$ cat src/rtl/maf_pkg.sv
// ----------------------------------------------------------------------------
// maf_pkg
// Shared sizes and state codes for the moving average filter.
// ----------------------------------------------------------------------------
package maf_pkg;

   localparam int MAX_WINDOW = 16;
   localparam int SAMPLE_W   = 24;
   localparam int TOP_W      = 16;
   localparam int CSR_W      = 8;
   localparam int POS_W      = $clog2(MAX_WINDOW);
   localparam int LEN_W      = $clog2(MAX_WINDOW + 1);
   localparam int SUM_W      = SAMPLE_W + POS_W;
   localparam int DIV_CNT_W  = $clog2(SUM_W + 1);

   typedef logic [SAMPLE_W-1:0] sample_type;
   typedef logic [SUM_W-1:0]    sum_type;
   typedef logic [LEN_W-1:0]    len_type;
   typedef logic [POS_W-1:0]    pos_type;

   typedef enum logic [3:0] {
      ST_IDLE   = 4'b0001,
      ST_FILL   = 4'b0010,
      ST_UPDATE = 4'b0100,
      ST_DIVIDE = 4'b1000
   } state_type;

endpackage

$ cat src/rtl/maf_req_if.sv
// ----------------------------------------------------------------------------
// maf_req_if
// Sample channel into the filter: valid/ready handshake with one sample.
// ----------------------------------------------------------------------------
interface maf_req_if;
   import maf_pkg::*;

   logic       valid;
   logic       ready;
   sample_type sample;

   modport source (output valid, output sample, input ready);
   modport sink   (input valid, input sample, output ready);

endinterface

$ cat src/rtl/maf_rsp_if.sv
// ----------------------------------------------------------------------------
// maf_rsp_if
// Result channel out of the filter: valid/ready handshake with the average.
// ----------------------------------------------------------------------------
interface maf_rsp_if;
   import maf_pkg::*;

   logic                 valid;
   logic                 ready;
   sample_type           average;
   logic [TOP_W-1:0]     average_top16;

   modport source (output valid, output average, output average_top16, input ready);
   modport sink   (input valid, input average, input average_top16, output ready);

endinterface

$ cat src/rtl/moving_average_filter.sv
// ----------------------------------------------------------------------------
// moving_average_filter
// Boxcar moving average over 24-bit samples with a programmable window.
// ----------------------------------------------------------------------------
// One item at a time: after a sample is accepted, an ordinary item passes
// through a read-modify-write step on the sample ring, then the bit-serial
// divider, then the output load, which waits until the output register is
// free. The first item after reset or after a change of the effective
// window length L first fills ring entries 0 to L-1, one per cycle, and
// then goes straight to the divider. A new sample is taken as soon as the
// previous one has reached the output register, even while that result
// still waits to be taken. A window length of 0 acts as 1 and values above
// 16 act as 16; a new length takes effect at the next sample.
module moving_average_filter (
   input  logic                         clock,
   input  logic                         reset,
   maf_req_if.sink                      req_chan,
   maf_rsp_if.source                    rsp_chan,
   input  logic                         csr_wr_en,
   input  logic [maf_pkg::CSR_W-1:0]    csr_wr_data
);
   import maf_pkg::*;

   sample_type ring [MAX_WINDOW];
   sample_type ring_rd_ff;
   logic       ring_we;
   pos_type    ring_waddr;

   state_type  state_ff, state_in;
   logic [CSR_W-1:0] wlen_ff, wlen_in;
   logic       primed_ff, primed_in;
   len_type    len_use_ff, len_use_in;
   pos_type    pos_ff, pos_in;
   sum_type    sum_ff, sum_in;
   sample_type sample_ff, sample_in;
   len_type    fill_ff, fill_in;
   logic       rsp_valid_ff, rsp_valid_in;
   sample_type avg_ff, avg_in;

   len_type    eff_len;
   sum_type    prime_sum;
   logic       req_take;
   logic       div_start;
   sum_type    div_dividend;
   logic       div_busy;
   sample_type div_quotient;
   logic       out_free;

   always_comb begin
      if (wlen_ff == '0) begin
         eff_len = LEN_W'(1);
      end else if ({{(32-CSR_W){1'b0}}, wlen_ff} > MAX_WINDOW) begin
         eff_len = LEN_W'(MAX_WINDOW);
      end else begin
         eff_len = LEN_W'(wlen_ff);
      end
   end

   assign prime_sum = SUM_W'({{(SUM_W-SAMPLE_W){1'b0}}, sample_ff}
                             * {{(SUM_W-LEN_W){1'b0}}, len_use_ff});
   assign req_take  = req_chan.valid && req_chan.ready;
   assign out_free  = !rsp_valid_ff || rsp_chan.ready;

   always_comb begin
      state_in     = state_ff;
      wlen_in      = csr_wr_en ? csr_wr_data : wlen_ff;
      primed_in    = primed_ff;
      len_use_in   = len_use_ff;
      pos_in       = pos_ff;
      sum_in       = sum_ff;
      sample_in    = sample_ff;
      fill_in      = fill_ff;
      rsp_valid_in = rsp_valid_ff;
      avg_in       = avg_ff;
      ring_we      = 1'b0;
      ring_waddr   = pos_ff;
      div_start    = 1'b0;
      div_dividend = sum_ff;

      if (rsp_valid_ff && rsp_chan.ready) begin
         rsp_valid_in = 1'b0;
      end

      unique case (state_ff)
         ST_IDLE: begin
            if (req_take) begin
               sample_in = req_chan.sample;
               if (!primed_ff || eff_len != len_use_ff) begin
                  len_use_in = eff_len;
                  primed_in  = 1'b1;
                  fill_in    = '0;
                  state_in   = ST_FILL;
               end else begin
                  state_in = ST_UPDATE;
               end
            end
         end
         ST_FILL: begin
            ring_we    = 1'b1;
            ring_waddr = fill_ff[POS_W-1:0];
            fill_in    = fill_ff + 1'b1;
            if (fill_ff == len_use_ff - 1'b1) begin
               // Entry 0 is then replaced by the same sample, so the sum stays
               // at sample times length and the oldest entry is entry 1.
               sum_in       = prime_sum;
               pos_in       = (len_use_ff == LEN_W'(1)) ? '0 : POS_W'(1);
               div_start    = 1'b1;
               div_dividend = prime_sum;
               state_in     = ST_DIVIDE;
            end
         end
         ST_UPDATE: begin
            // ring_rd_ff holds the oldest entry, read while the item was taken.
            sum_in       = sum_ff + {{(SUM_W-SAMPLE_W){1'b0}}, sample_ff}
                                  - {{(SUM_W-SAMPLE_W){1'b0}}, ring_rd_ff};
            ring_we      = 1'b1;
            ring_waddr   = pos_ff;
            if ({1'b0, pos_ff} + LEN_W'(1) >= len_use_ff) begin
               pos_in = '0;
            end else begin
               pos_in = pos_ff + 1'b1;
            end
            div_start    = 1'b1;
            div_dividend = sum_in;
            state_in     = ST_DIVIDE;
         end
         ST_DIVIDE: begin
            if (!div_busy && out_free) begin
               avg_in       = div_quotient;
               rsp_valid_in = 1'b1;
               state_in     = ST_IDLE;
            end
         end
         default: begin
            state_in = ST_IDLE;
         end
      endcase
   end

   always_ff @(posedge clock) begin
      if (ring_we) begin
         ring[ring_waddr] <= sample_ff;
      end
      ring_rd_ff <= ring[pos_ff];
   end

   always_ff @(posedge clock) begin
      if (reset) begin
         state_ff     <= ST_IDLE;
         wlen_ff      <= CSR_W'(16);
         primed_ff    <= 1'b0;
         len_use_ff   <= '0;
         pos_ff       <= '0;
         sum_ff       <= '0;
         rsp_valid_ff <= 1'b0;
      end else begin
         state_ff     <= state_in;
         wlen_ff      <= wlen_in;
         primed_ff    <= primed_in;
         len_use_ff   <= len_use_in;
         pos_ff       <= pos_in;
         sum_ff       <= sum_in;
         rsp_valid_ff <= rsp_valid_in;
      end
      sample_ff <= sample_in;
      fill_ff   <= fill_in;
      avg_ff    <= avg_in;
   end

   maf_divider u_divider (
      .clock    (clock),
      .reset    (reset),
      .start    (div_start),
      .dividend (div_dividend),
      .divisor  (len_use_ff),
      .busy     (div_busy),
      .quotient (div_quotient)
   );

   assign req_chan.ready         = (state_ff == ST_IDLE);
   assign rsp_chan.valid         = rsp_valid_ff;
   assign rsp_chan.average       = avg_ff;
   assign rsp_chan.average_top16 = avg_ff[SAMPLE_W-1:SAMPLE_W-TOP_W];

endmodule

$ cat src/rtl/maf_divider.sv
// ----------------------------------------------------------------------------
// maf_divider
// Restoring divider, one quotient bit per cycle, running sum by window length.
// ----------------------------------------------------------------------------
module maf_divider (
   input  logic             clock,
   input  logic             reset,
   input  logic             start,
   input  maf_pkg::sum_type dividend,
   input  maf_pkg::len_type divisor,
   output logic             busy,
   output maf_pkg::sample_type quotient
);
   import maf_pkg::*;

   logic                  busy_ff, busy_in;
   logic [DIV_CNT_W-1:0]  count_ff, count_in;
   sum_type               quo_ff, quo_in;
   logic [LEN_W:0]        rem_ff, rem_in;
   len_type               divisor_ff, divisor_in;

   logic [LEN_W:0]        rem_shift;
   logic                  fits;

   always_comb begin
      rem_shift = {rem_ff[LEN_W-1:0], quo_ff[SUM_W-1]};
      fits      = (rem_shift >= {1'b0, divisor_ff});

      busy_in    = busy_ff;
      count_in   = count_ff;
      quo_in     = quo_ff;
      rem_in     = rem_ff;
      divisor_in = divisor_ff;

      if (start) begin
         busy_in    = 1'b1;
         count_in   = DIV_CNT_W'(SUM_W);
         quo_in     = dividend;
         rem_in     = '0;
         divisor_in = divisor;
      end else if (busy_ff) begin
         quo_in   = {quo_ff[SUM_W-2:0], fits};
         rem_in   = fits ? (rem_shift - {1'b0, divisor_ff}) : rem_shift;
         count_in = count_ff - 1'b1;
         if (count_ff == DIV_CNT_W'(1)) begin
            busy_in = 1'b0;
         end
      end
   end

   always_ff @(posedge clock) begin
      if (reset) begin
         busy_ff <= 1'b0;
      end else begin
         busy_ff <= busy_in;
      end
      count_ff   <= count_in;
      quo_ff     <= quo_in;
      rem_ff     <= rem_in;
      divisor_ff <= divisor_in;
   end

   assign busy     = busy_ff;
   // The sum never exceeds length times the largest sample, so the quotient fits.
   assign quotient = quo_ff[SAMPLE_W-1:0];

endmodule

$ cat src/flat_wrapper.sv
// flat-port wrapper written by rule: the top's interface ports become plain ports
module moving_average_filter_flat import maf_pkg::*;
  (clock, reset, csr_wr_en, csr_wr_data, req_chan_valid, req_chan_sample, req_chan_ready, rsp_chan_valid, rsp_chan_average, rsp_chan_average_top16, rsp_chan_ready);
  maf_req_if req_chan_i ();
  maf_rsp_if rsp_chan_i ();
  input  logic clock;
  input  logic reset;
  input  logic csr_wr_en;
  input  logic [maf_pkg::CSR_W-1:0] csr_wr_data;
  input wire logic [$bits(req_chan_i.valid)-1:0] req_chan_valid;
  input wire logic [$bits(req_chan_i.sample)-1:0] req_chan_sample;
  output wire logic [$bits(req_chan_i.ready)-1:0] req_chan_ready;
  output wire logic [$bits(rsp_chan_i.valid)-1:0] rsp_chan_valid;
  output wire logic [$bits(rsp_chan_i.average)-1:0] rsp_chan_average;
  output wire logic [$bits(rsp_chan_i.average_top16)-1:0] rsp_chan_average_top16;
  input wire logic [$bits(rsp_chan_i.ready)-1:0] rsp_chan_ready;
  assign req_chan_i.valid = req_chan_valid;
  assign req_chan_i.sample = req_chan_sample;
  assign req_chan_ready = req_chan_i.ready;
  assign rsp_chan_valid = rsp_chan_i.valid;
  assign rsp_chan_average = rsp_chan_i.average;
  assign rsp_chan_average_top16 = rsp_chan_i.average_top16;
  assign rsp_chan_i.ready = rsp_chan_ready;
  moving_average_filter u_core (.clock(clock), .reset(reset), .req_chan(req_chan_i), .rsp_chan(rsp_chan_i), .csr_wr_en(csr_wr_en), .csr_wr_data(csr_wr_data));
endmodule
$ cat config.mk
export PLATFORM = sky130hd
export DESIGN_NAME = moving_average_filter_flat
export DESIGN_NICKNAME = d
export VERILOG_FILES = /design/src/rtl/maf_pkg.sv /design/src/rtl/maf_req_if.sv /design/src/rtl/maf_rsp_if.sv /design/src/rtl/moving_average_filter.sv /design/src/rtl/maf_divider.sv /design/src/flat_wrapper.sv
export SDC_FILE = /design/constraint.sdc
export NUM_CORES = 1
export LEC_CHECK = 0
export ABC_AREA = 1
export BUFFER_PORTS_ARGS = -buffer_cell sky130_fd_sc_hd__clkbuf_2
export CAP_MARGIN = 20
export CORE_MARGIN = 2
export CORE_UTILIZATION = 57
export CTS_BUF_LIST = sky130_fd_sc_hd__clkbuf_4 sky130_fd_sc_hd__clkbuf_8 sky130_fd_sc_hd__clkbuf_16
export CTS_CLUSTER_SIZE = 8
export DETAILED_ROUTE_END_ITERATION = 8
export GPL_TIMING_DRIVEN = 0
export PLACE_DENSITY_LB_ADDON = 0.1
export SLEW_MARGIN = 10
export SYNTH_ARGS = -nofsm -noshare
export SYNTH_HDL_FRONTEND = slang
export SYNTH_SLANG_ARGS = --single-unit
export TNS_END_PERCENT = 20
$ cat constraint.sdc
create_clock -name clock -period 4.15 [get_ports clock]
set_clock_uncertainty 0.2 [all_clocks]
set_input_delay 0 -clock clock [delete_from_list [all_inputs] [get_ports clock]]
set_output_delay 0 -clock clock [all_outputs]
set_load 0.005 [all_outputs]
==> results of run 1 <==
path summary, 6_finish.rpt:
path	cells past startpoint	start	end	slack, ns
worst max-delay path	21	u_core.len_use_ff[4]	u_core.u_divider.quo_ff[23]	-0.18
worst min-delay path	4	req_chan_valid	u_core.state_ff[2]	0.06
worst max register to register	21	u_core.len_use_ff[4]	u_core.u_divider.quo_ff[23]	-0.18
worst min register to register	0	u_core.len_use_ff[1]	u_core.u_divider.divisor_ff[1]	0.23
sequential cells by signal (all words and copies together), names as in the netlist, 4 cells and up:
register and cells:
u_core.state_ff 4, u_core.rsp_chan.average 24, u_core.sample_ff 24, u_core.len_use_ff 5
u_core.u_divider.rem_ff 5, u_core.u_divider.divisor_ff 5, u_core.ring_rd_ff 24, u_core.u_divider.count_ff 5
u_core.pos_ff 4, u_core.sum_ff 28, u_core.u_divider.quo_ff 28, u_core.wlen_ff 8
u_core.ring 384, u_core.fill_ff 5
final cells by class:
class,instances,area (um2)
fill,3541,14200
inverter,483,1810
sequential,556,15800
clock inverter,4,78.8
timing repair buffer,285,2500
buffer,122,726
tap,672,841
multi-input combinational,1756,11800
clock buffer,122,2350
routing by layer:
metal	vias to the layer above	part of all wire, %	global-route usage (%)
met1	11500	40	51.2
met2	1404	44	57.6
li1	10400	-	-
met4	2	4.9	17.1
met3	261	11	8.09
met5	-	0.013	0
worst max-delay path: stages (launching register included):
cell	delay [ns]
dfxtp_4	0.38
buf_12	0.15
clkbuf_16	0.16
nand2_2	0.06
inv_2	0.04
fa_1	0.50
fa_1	0.54
inv_2	0.05
fa_1	0.52
inv_2	0.05
ha_4	0.32
nand2_4	0.09
nor2_4	0.12
nand2_2	0.06
nor2_1	0.09
nand2_1	0.10
nand3_1	0.11
nand2_1	0.06
nand3_2	0.12
nand2_2	0.10
o21ai_4	0.17
nand2_1	0.07
logic make-up after synthesis:
group	Yosys count
AND/OR/NAND/NOR	1104
buffers and inverters	607
flip-flops	556
AO/OA/AOI/OAI	382
adder cells (fa/ha/maj)	170
multiplexers	77
XOR/XNOR	23
stage by stage:
step	area [um2]	utilization, %
finish	36000	71.7
global route	36000	71.7
CTS	35500	70.8
detailed placement	30800	61.4
global placement	30200	60.2
floorplan	29000	-
power groups by stage:
stage	clock (mW)	combinational, mW	sequential (mW)
3_3_place_gp	0	2.42	6.72
3_5_place_dp	0	2.55	6.69
2_1_floorplan	0	1.82	6.54
4_1_cts	6.28	3.38	6.43
6_report	6.28	3.75	6.43
5_1_grt	6.58	4.05	6.44
cell usage in the layout, fill, tap and decap left out, types with 83 or more instances in the layout:
| master | count |
|---|---|
| inv_1 | 454 |
| nor2_1 | 256 |
| edfxtp_1 | 470 |
| dlygate4sd3_1 | 84 |
| clkbuf_16 | 87 |
| nand3_1 | 112 |
| dfxtp_1 | 83 |
| buf_4 | 109 |
| o21ai_0 | 141 |
| fa_1 | 87 |
| nand2_1 | 543 |
timing repair:
item | 4_1_cts | 5_1_grt
setup endpoints to repair | 48 | 42
resized for setup | 180 | 111
pin swaps | 35 | 69
gates cloned | 0 | 1
buffers inserted | 77 | 15
endpoints found under the hold margin | 60 | 0
hold buffers | 84 | 0
==> run summary, run 1 <==
Total CTS buffers: 79
Failing checks: negative setup slack
Clock latency on the worst-skew pair: 0.64 ns
Status: finished, violations left
Main combinational cell family by area after synthesis: simple AND/OR/NAND/NOR gates
Switching share of power: 29.8%
Placed Instances: 3699
CTS tree: done
Hold Fails Final Rpt: 0
Largest net degree at the start of global routing: 34
Total gr overflow: 0
Die Ht: 229 um
#FFs+latches synth: 556
Clk buf depth: 3
Pwr/cell area: 458 mW/mm2
Starting density of the core: 57.7%
Placer Congestion: 0.959
Ys flop type: edfxtp_1
Worst endpoint required time: 4.33 ns
Drt drc: 0
Total number of vias: 23700
Core Area: 0.0502 mm2
Combinational Power Share: 22.8%
Tot GR Track Use: 37.4%
Final WS setup: -0.177 ns
Final Non-Filler Cells: 4000
Worst-Margin Slew: 1.00 ns
ANT cells: 0
Pleak: 15.2 nW
Post-Synthesis Cells: 2919
Post-Synth Adder-Cell Area: 9.68%
Worst Setup Start Kind: flop
Ys async rst share: 0%
Routed WL per cell: 24.6 um
Final Cycle Share: 104%
Hold slack: 0.0633 ns
Initial antenna violation count: 4
Dominant cells by area after synthesis: edfxtp_1, nand2_1, fa_1
Post-Place Worst Slack: -1.18 ns
Fmax: 0.231 GHz
Post-synthesis compound-gate area fraction: 8.28%
Final WL: 98.5 mm
Post-synth cell types: 45
Mean Syn Cell Area: 9.92 um2
Drt pass-1 iters: 6
Sequential share of power: 39.1%
Clock root cell: clkbuf_16
Crit path kind: flop to flop
Clk pwr share: 38.2%
Cell taking the most area after synthesis: edfxtp_1
TritonCTS Sinks: 556
HPWL after DPL: 63.3 mm
Final min period: 4.33 ns
XOR/XNOR Fraction of Synth Area: 0.696%
Vias per cell: 5.91
DR iter-0 viols: 2863
Antenna-violating nets left: 0
Net Count, Synth: 3126
Synth warnings: 0
Int Pwr: 11.6 mW
Number of top-level pins: 79
Critical Path End Type: flop
Final Power: 16.5 mW
Global-route wire length before repair: 144 mm
Post-Synth Simple-Gate Area: 15.6%
Max FO, Critical Path: 5
NetSw: 4.90 mW
Hold Path Class: primary input to flop
Die width: 229 um
Worst EP arrival: 4.50 ns
H-tree level count: 3
Total negative slack: -1.33 ns
Post-synth top area share: 48.7%
Area Overhead vs Synth: 24.3%
Cell Rows: 82
Slew Viols, Final: 0
Die area: 0.0526 mm2
Cell Area, Synth: 0.0290 mm2
Sequential area share after synthesis: 54.7%
Share of cells above drive strength 1: 18.5%
Max-cap viol count: 0
Vias in the first global route: 23500
Post-synth EDFFs: 470
Most common cell in the netlist: nand2_1
Final-stage net count: 3490
Top post-synthesis cells by count: nand2_1, inv_1, edfxtp_1, nor2_1, o21ai_0
IR drop worst, VDD: 0.434 mV
Post-synthesis mux area share: 2.66%
Clock slew at the register clock pins of the worst setup and hold paths: 0.06 ns
Rel. slew slack: 33.2%
RSZ-0062 raised after global routing: yes
Final setup viols: 23
I/O Buffers: 77
Note: power is estimated with default switching activity, not from simulation.
==> inputs of run 2 (changes only) <==
--- a/config.mk
+++ b/config.mk
@@ -15,8 +15,10 @@
 export DETAILED_ROUTE_END_ITERATION = 8
 export GPL_TIMING_DRIVEN = 0
 export PLACE_DENSITY_LB_ADDON = 0.1
+export SKIP_CTS_REPAIR_TIMING = 1
 export SLEW_MARGIN = 10
 export SYNTH_ARGS = -nofsm -noshare
 export SYNTH_HDL_FRONTEND = slang
+export SYNTH_HIERARCHICAL = 1
 export SYNTH_SLANG_ARGS = --single-unit
 export TNS_END_PERCENT = 20
==> run 2 against run 1 <==
  * The run ends with negative hold slack, negative setup slack left
  * Via count increased by 2.3%
  * Utilization fell by 0.55 points
  * Synthesized cell count up 6.1%
  * Highest routed layer unchanged
==> run summary, run 2 <==
Largest registers: u_core/ring (384), u_core/sum_ff (28), u_core/u_divider/quo_ff (28)
Total gr overflow: 0
Most common cell in the netlist: nand2_1
Net Count, Synth: 3303
Ys flop type: edfxtp_1
Cell Area, Synth: 0.0291 mm2
Drt pass-1 iters: 9
Post-synth cell types: 49
Clock root cell: clkbuf_16
Die width: 230 um
Initial antenna violation count: 3
Area Overhead vs Synth: 22.8%
Core Area: 0.0503 mm2
#FFs+latches synth: 556
Worst r2r src: u_core/len_use_ff[2]
Combinational Power Share: 18.0%
Critical path cell sequence: buf_12 > buf_8 > nand2_4 > inv_2 > fa_1 > fa_1 > inv_2 > fa_1 > inv_2 > ha_4 > nand2_4 > buf_6 > nor2_4 > nand2_2 > inv_1 > nand2_1 > nand2_1 > nand2_1 > nand2_2 > o21ai_2 > nor2_2 > inv_1 > nand2_2 > nand2_1
Dominant cells by area after synthesis: edfxtp_1, nand2_1, fa_1
Vias in the first global route: 21900
IR drop worst, VDD: 0.400 mV
Placer Congestion: 0.967
HPWL after DPL: 61.5 mm
Synth warnings: 6
Starting density of the core: 57.9%
Largest reg by FF count: u_core/ring
RSZ-0062 raised after global routing: yes
Max-cap viol count: 0
Final-stage net count: 3656
H-tree level count: 3
Cell taking the most area after synthesis: edfxtp_1
Crit path kind: flop to flop
Fill cells: 3686
Clk pwr share: 40.5%
Final WL: 96.0 mm
Worst Setup Start Kind: flop
DR iter-0 viols: 2957
Post-Synthesis Cells: 3096
Global-route wire length before repair: 130 mm
Cell Rows: 82
Slew Viols, Final: 0
Clk buf depth: 3
Slowest stage delay, CP: 0.56 ns
Sequential area share after synthesis: 54.4%
CTS tree: done
Switching share of power: 27.8%
Die Ht: 230 um
Post-synth EDFFs: 470
Final setup viols: 32
Die area: 0.0529 mm2
Worst endpoint required time: 4.31 ns
Clock slew at the register clock pins of the worst setup and hold paths: 0.05 ns
Failing checks: negative hold slack, negative setup slack
Sequential share of power: 41.5%
Most frequent cells in the layout: nand2_1, edfxtp_1, inv_1
NetSw: 4.23 mW
Clock latency on the worst-skew pair: 0.65 ns
Mean Syn Cell Area: 9.41 um2
Final WS setup: -0.346 ns
Critical-path top delay cell: fa_1
Register area: 0.0158 mm2
Crit-path most repeated cell: nand2_1
Max FO, Critical Path: 5
Largest net degree at the start of global routing: 34
Top post-synthesis cells by count: nand2_1, edfxtp_1, inv_1, nor2_1, o21ai_0
Final min period: 4.50 ns
Rel. slew slack: 29.4%
Area of the multi-input gates: 0.0116 mm2
Worst-Margin Slew: 1.06 ns
Vias per cell: 5.83
I/O Buffers: 78
Post-Place Worst Slack: -1.14 ns
Drt drc: 0
Status: finished, violations left
Tot GR Track Use: 33.0%
Total CTS buffers: 80
Fmax: 0.222 GHz
Final Power: 15.2 mW
Critical path origin: u_core/len_use_ff[2]
Worst EP arrival: 4.66 ns
Pwr/cell area: 425 mW/mm2
Number of top-level pins: 79
Pleak: 15.6 nW
Ys async rst share: 0%
Post-synth top area share: 48.4%
Routed WL per cell: 23.1 um
Total number of vias: 24200
Max reg flops: 384
Hold Path Class: primary input to flop
Critical Path End Type: flop
Share of cells above drive strength 1: 17.1%
Int Pwr: 11.0 mW
Final Cycle Share: 108%
TritonCTS Sinks: 556
Commonest non-fill, non-tap cell in the layout: nand2_1
Critical hold path startpoint: rsp_chan_ready
Hold slack: -0.0115 ns
Hold Fails Final Rpt: 1
Antenna-violating nets left: 0
==> run 2: changes by cell type in the layout (fill, tap and decap cells not counted), sizes merged, moves of 9 or more <==
cell,previous run,this run
inv,483,474
mux2i,77,0
nand2,609,646
nand3,142,111
nor2,294,401
o211ai,27,7
o21ai,153,272
o221ai,77,1
o22ai,2,115
o32ai,19,0
==> run 2: metrics by stage <==
step | instances | utilization [%] | instance area (um2) | setup TNS [ns]
floorplan | 3096 | - | 29200 | 0
global placement | 3846 | 60.5 | 30400 | -180.52
detailed placement | 3857 | 61.2 | 30800 | -32.12
CTS | 3967 | 65.9 | 33100 | -34.42
global route | 4149 | 71.2 | 35800 | -10.15
finish | 4150 | 71.2 | 35800 | -4.95
==> run 2: worst max-delay path, delay by kind of cell (launching register included) <==
family	cells	cell delay, ns
adder cells (fa/ha/maj)	4	1.90
buffers and inverters	8	0.68
flip-flops	1	0.35
AND/OR/NAND/NOR	11	0.99
AO/OA/AOI/OAI	1	0.08
==> run 2: final timing paths <==
kind	end	slack, ns	cells after the start
setup / recovery	u_core/u_divider/quo_ff[17]	-0.35	24
setup reg to reg	u_core/u_divider/quo_ff[17]	-0.35	24
hold / removal	u_core/rsp_chan.valid	-0.01	5
hold reg to reg	u_core/u_divider/divisor_ff[4]	0.24	0
==> run 2: cell families (layout without fill, tap and decap cells) <==
| family | Yosys count | count (layout) | synth area share, % |
|---|---|---|---|
| AND/OR/NAND/NOR | 1210 | 1210 | 16.9 |
| adder cells (fa/ha/maj) | 170 | 170 | 9.62 |
| XOR/XNOR | 26 | 26 | 0.782 |
| buffers and inverters | 630 | 1011 | 8.86 |
| AO/OA/AOI/OAI | 504 | 504 | 9.50 |
| flip-flops | 556 | 556 | 54.4 |
| other | 0 | 1 | 0 |
==> run 2: per-layer routing <==
metal | vias up | GRT usage (%) | wire [um]
met5 | - | 0 | 27
met4 | 4 | 10.8 | 4220
met3 | 244 | 7.85 | 12100
met2 | 1434 | 49.1 | 42000
met1 | 11700 | 47.9 | 37600
li1 | 10800 | - | -
==> run 2: area by class of cell <==
cell class                 count  share of cell area, %
antenna                        1                0.00699
buffer                       155                   2.49
clock buffer                 103                   6.18
clock inverter                 7                  0.462
inverter                     475                   5.00
multi-input combinational   1910                   32.6
sequential                   556                   44.3
tap                          672                   2.35
timing repair buffer         271                   6.68
==> run 2: power by group through the flow <==
| stage | logic [mW] | registers [mW] | clock network (mW) |
|---|---|---|---|
| finish | 2.74 | 6.30 | 6.15 |
| global route | 2.97 | 6.30 | 6.44 |
| CTS | 1.82 | 6.43 | 6.17 |
| detailed placement | 1.81 | 6.54 | 0 |
| global placement | 1.73 | 6.55 | 0 |
| floorplan | 1.32 | 6.41 | 0 |
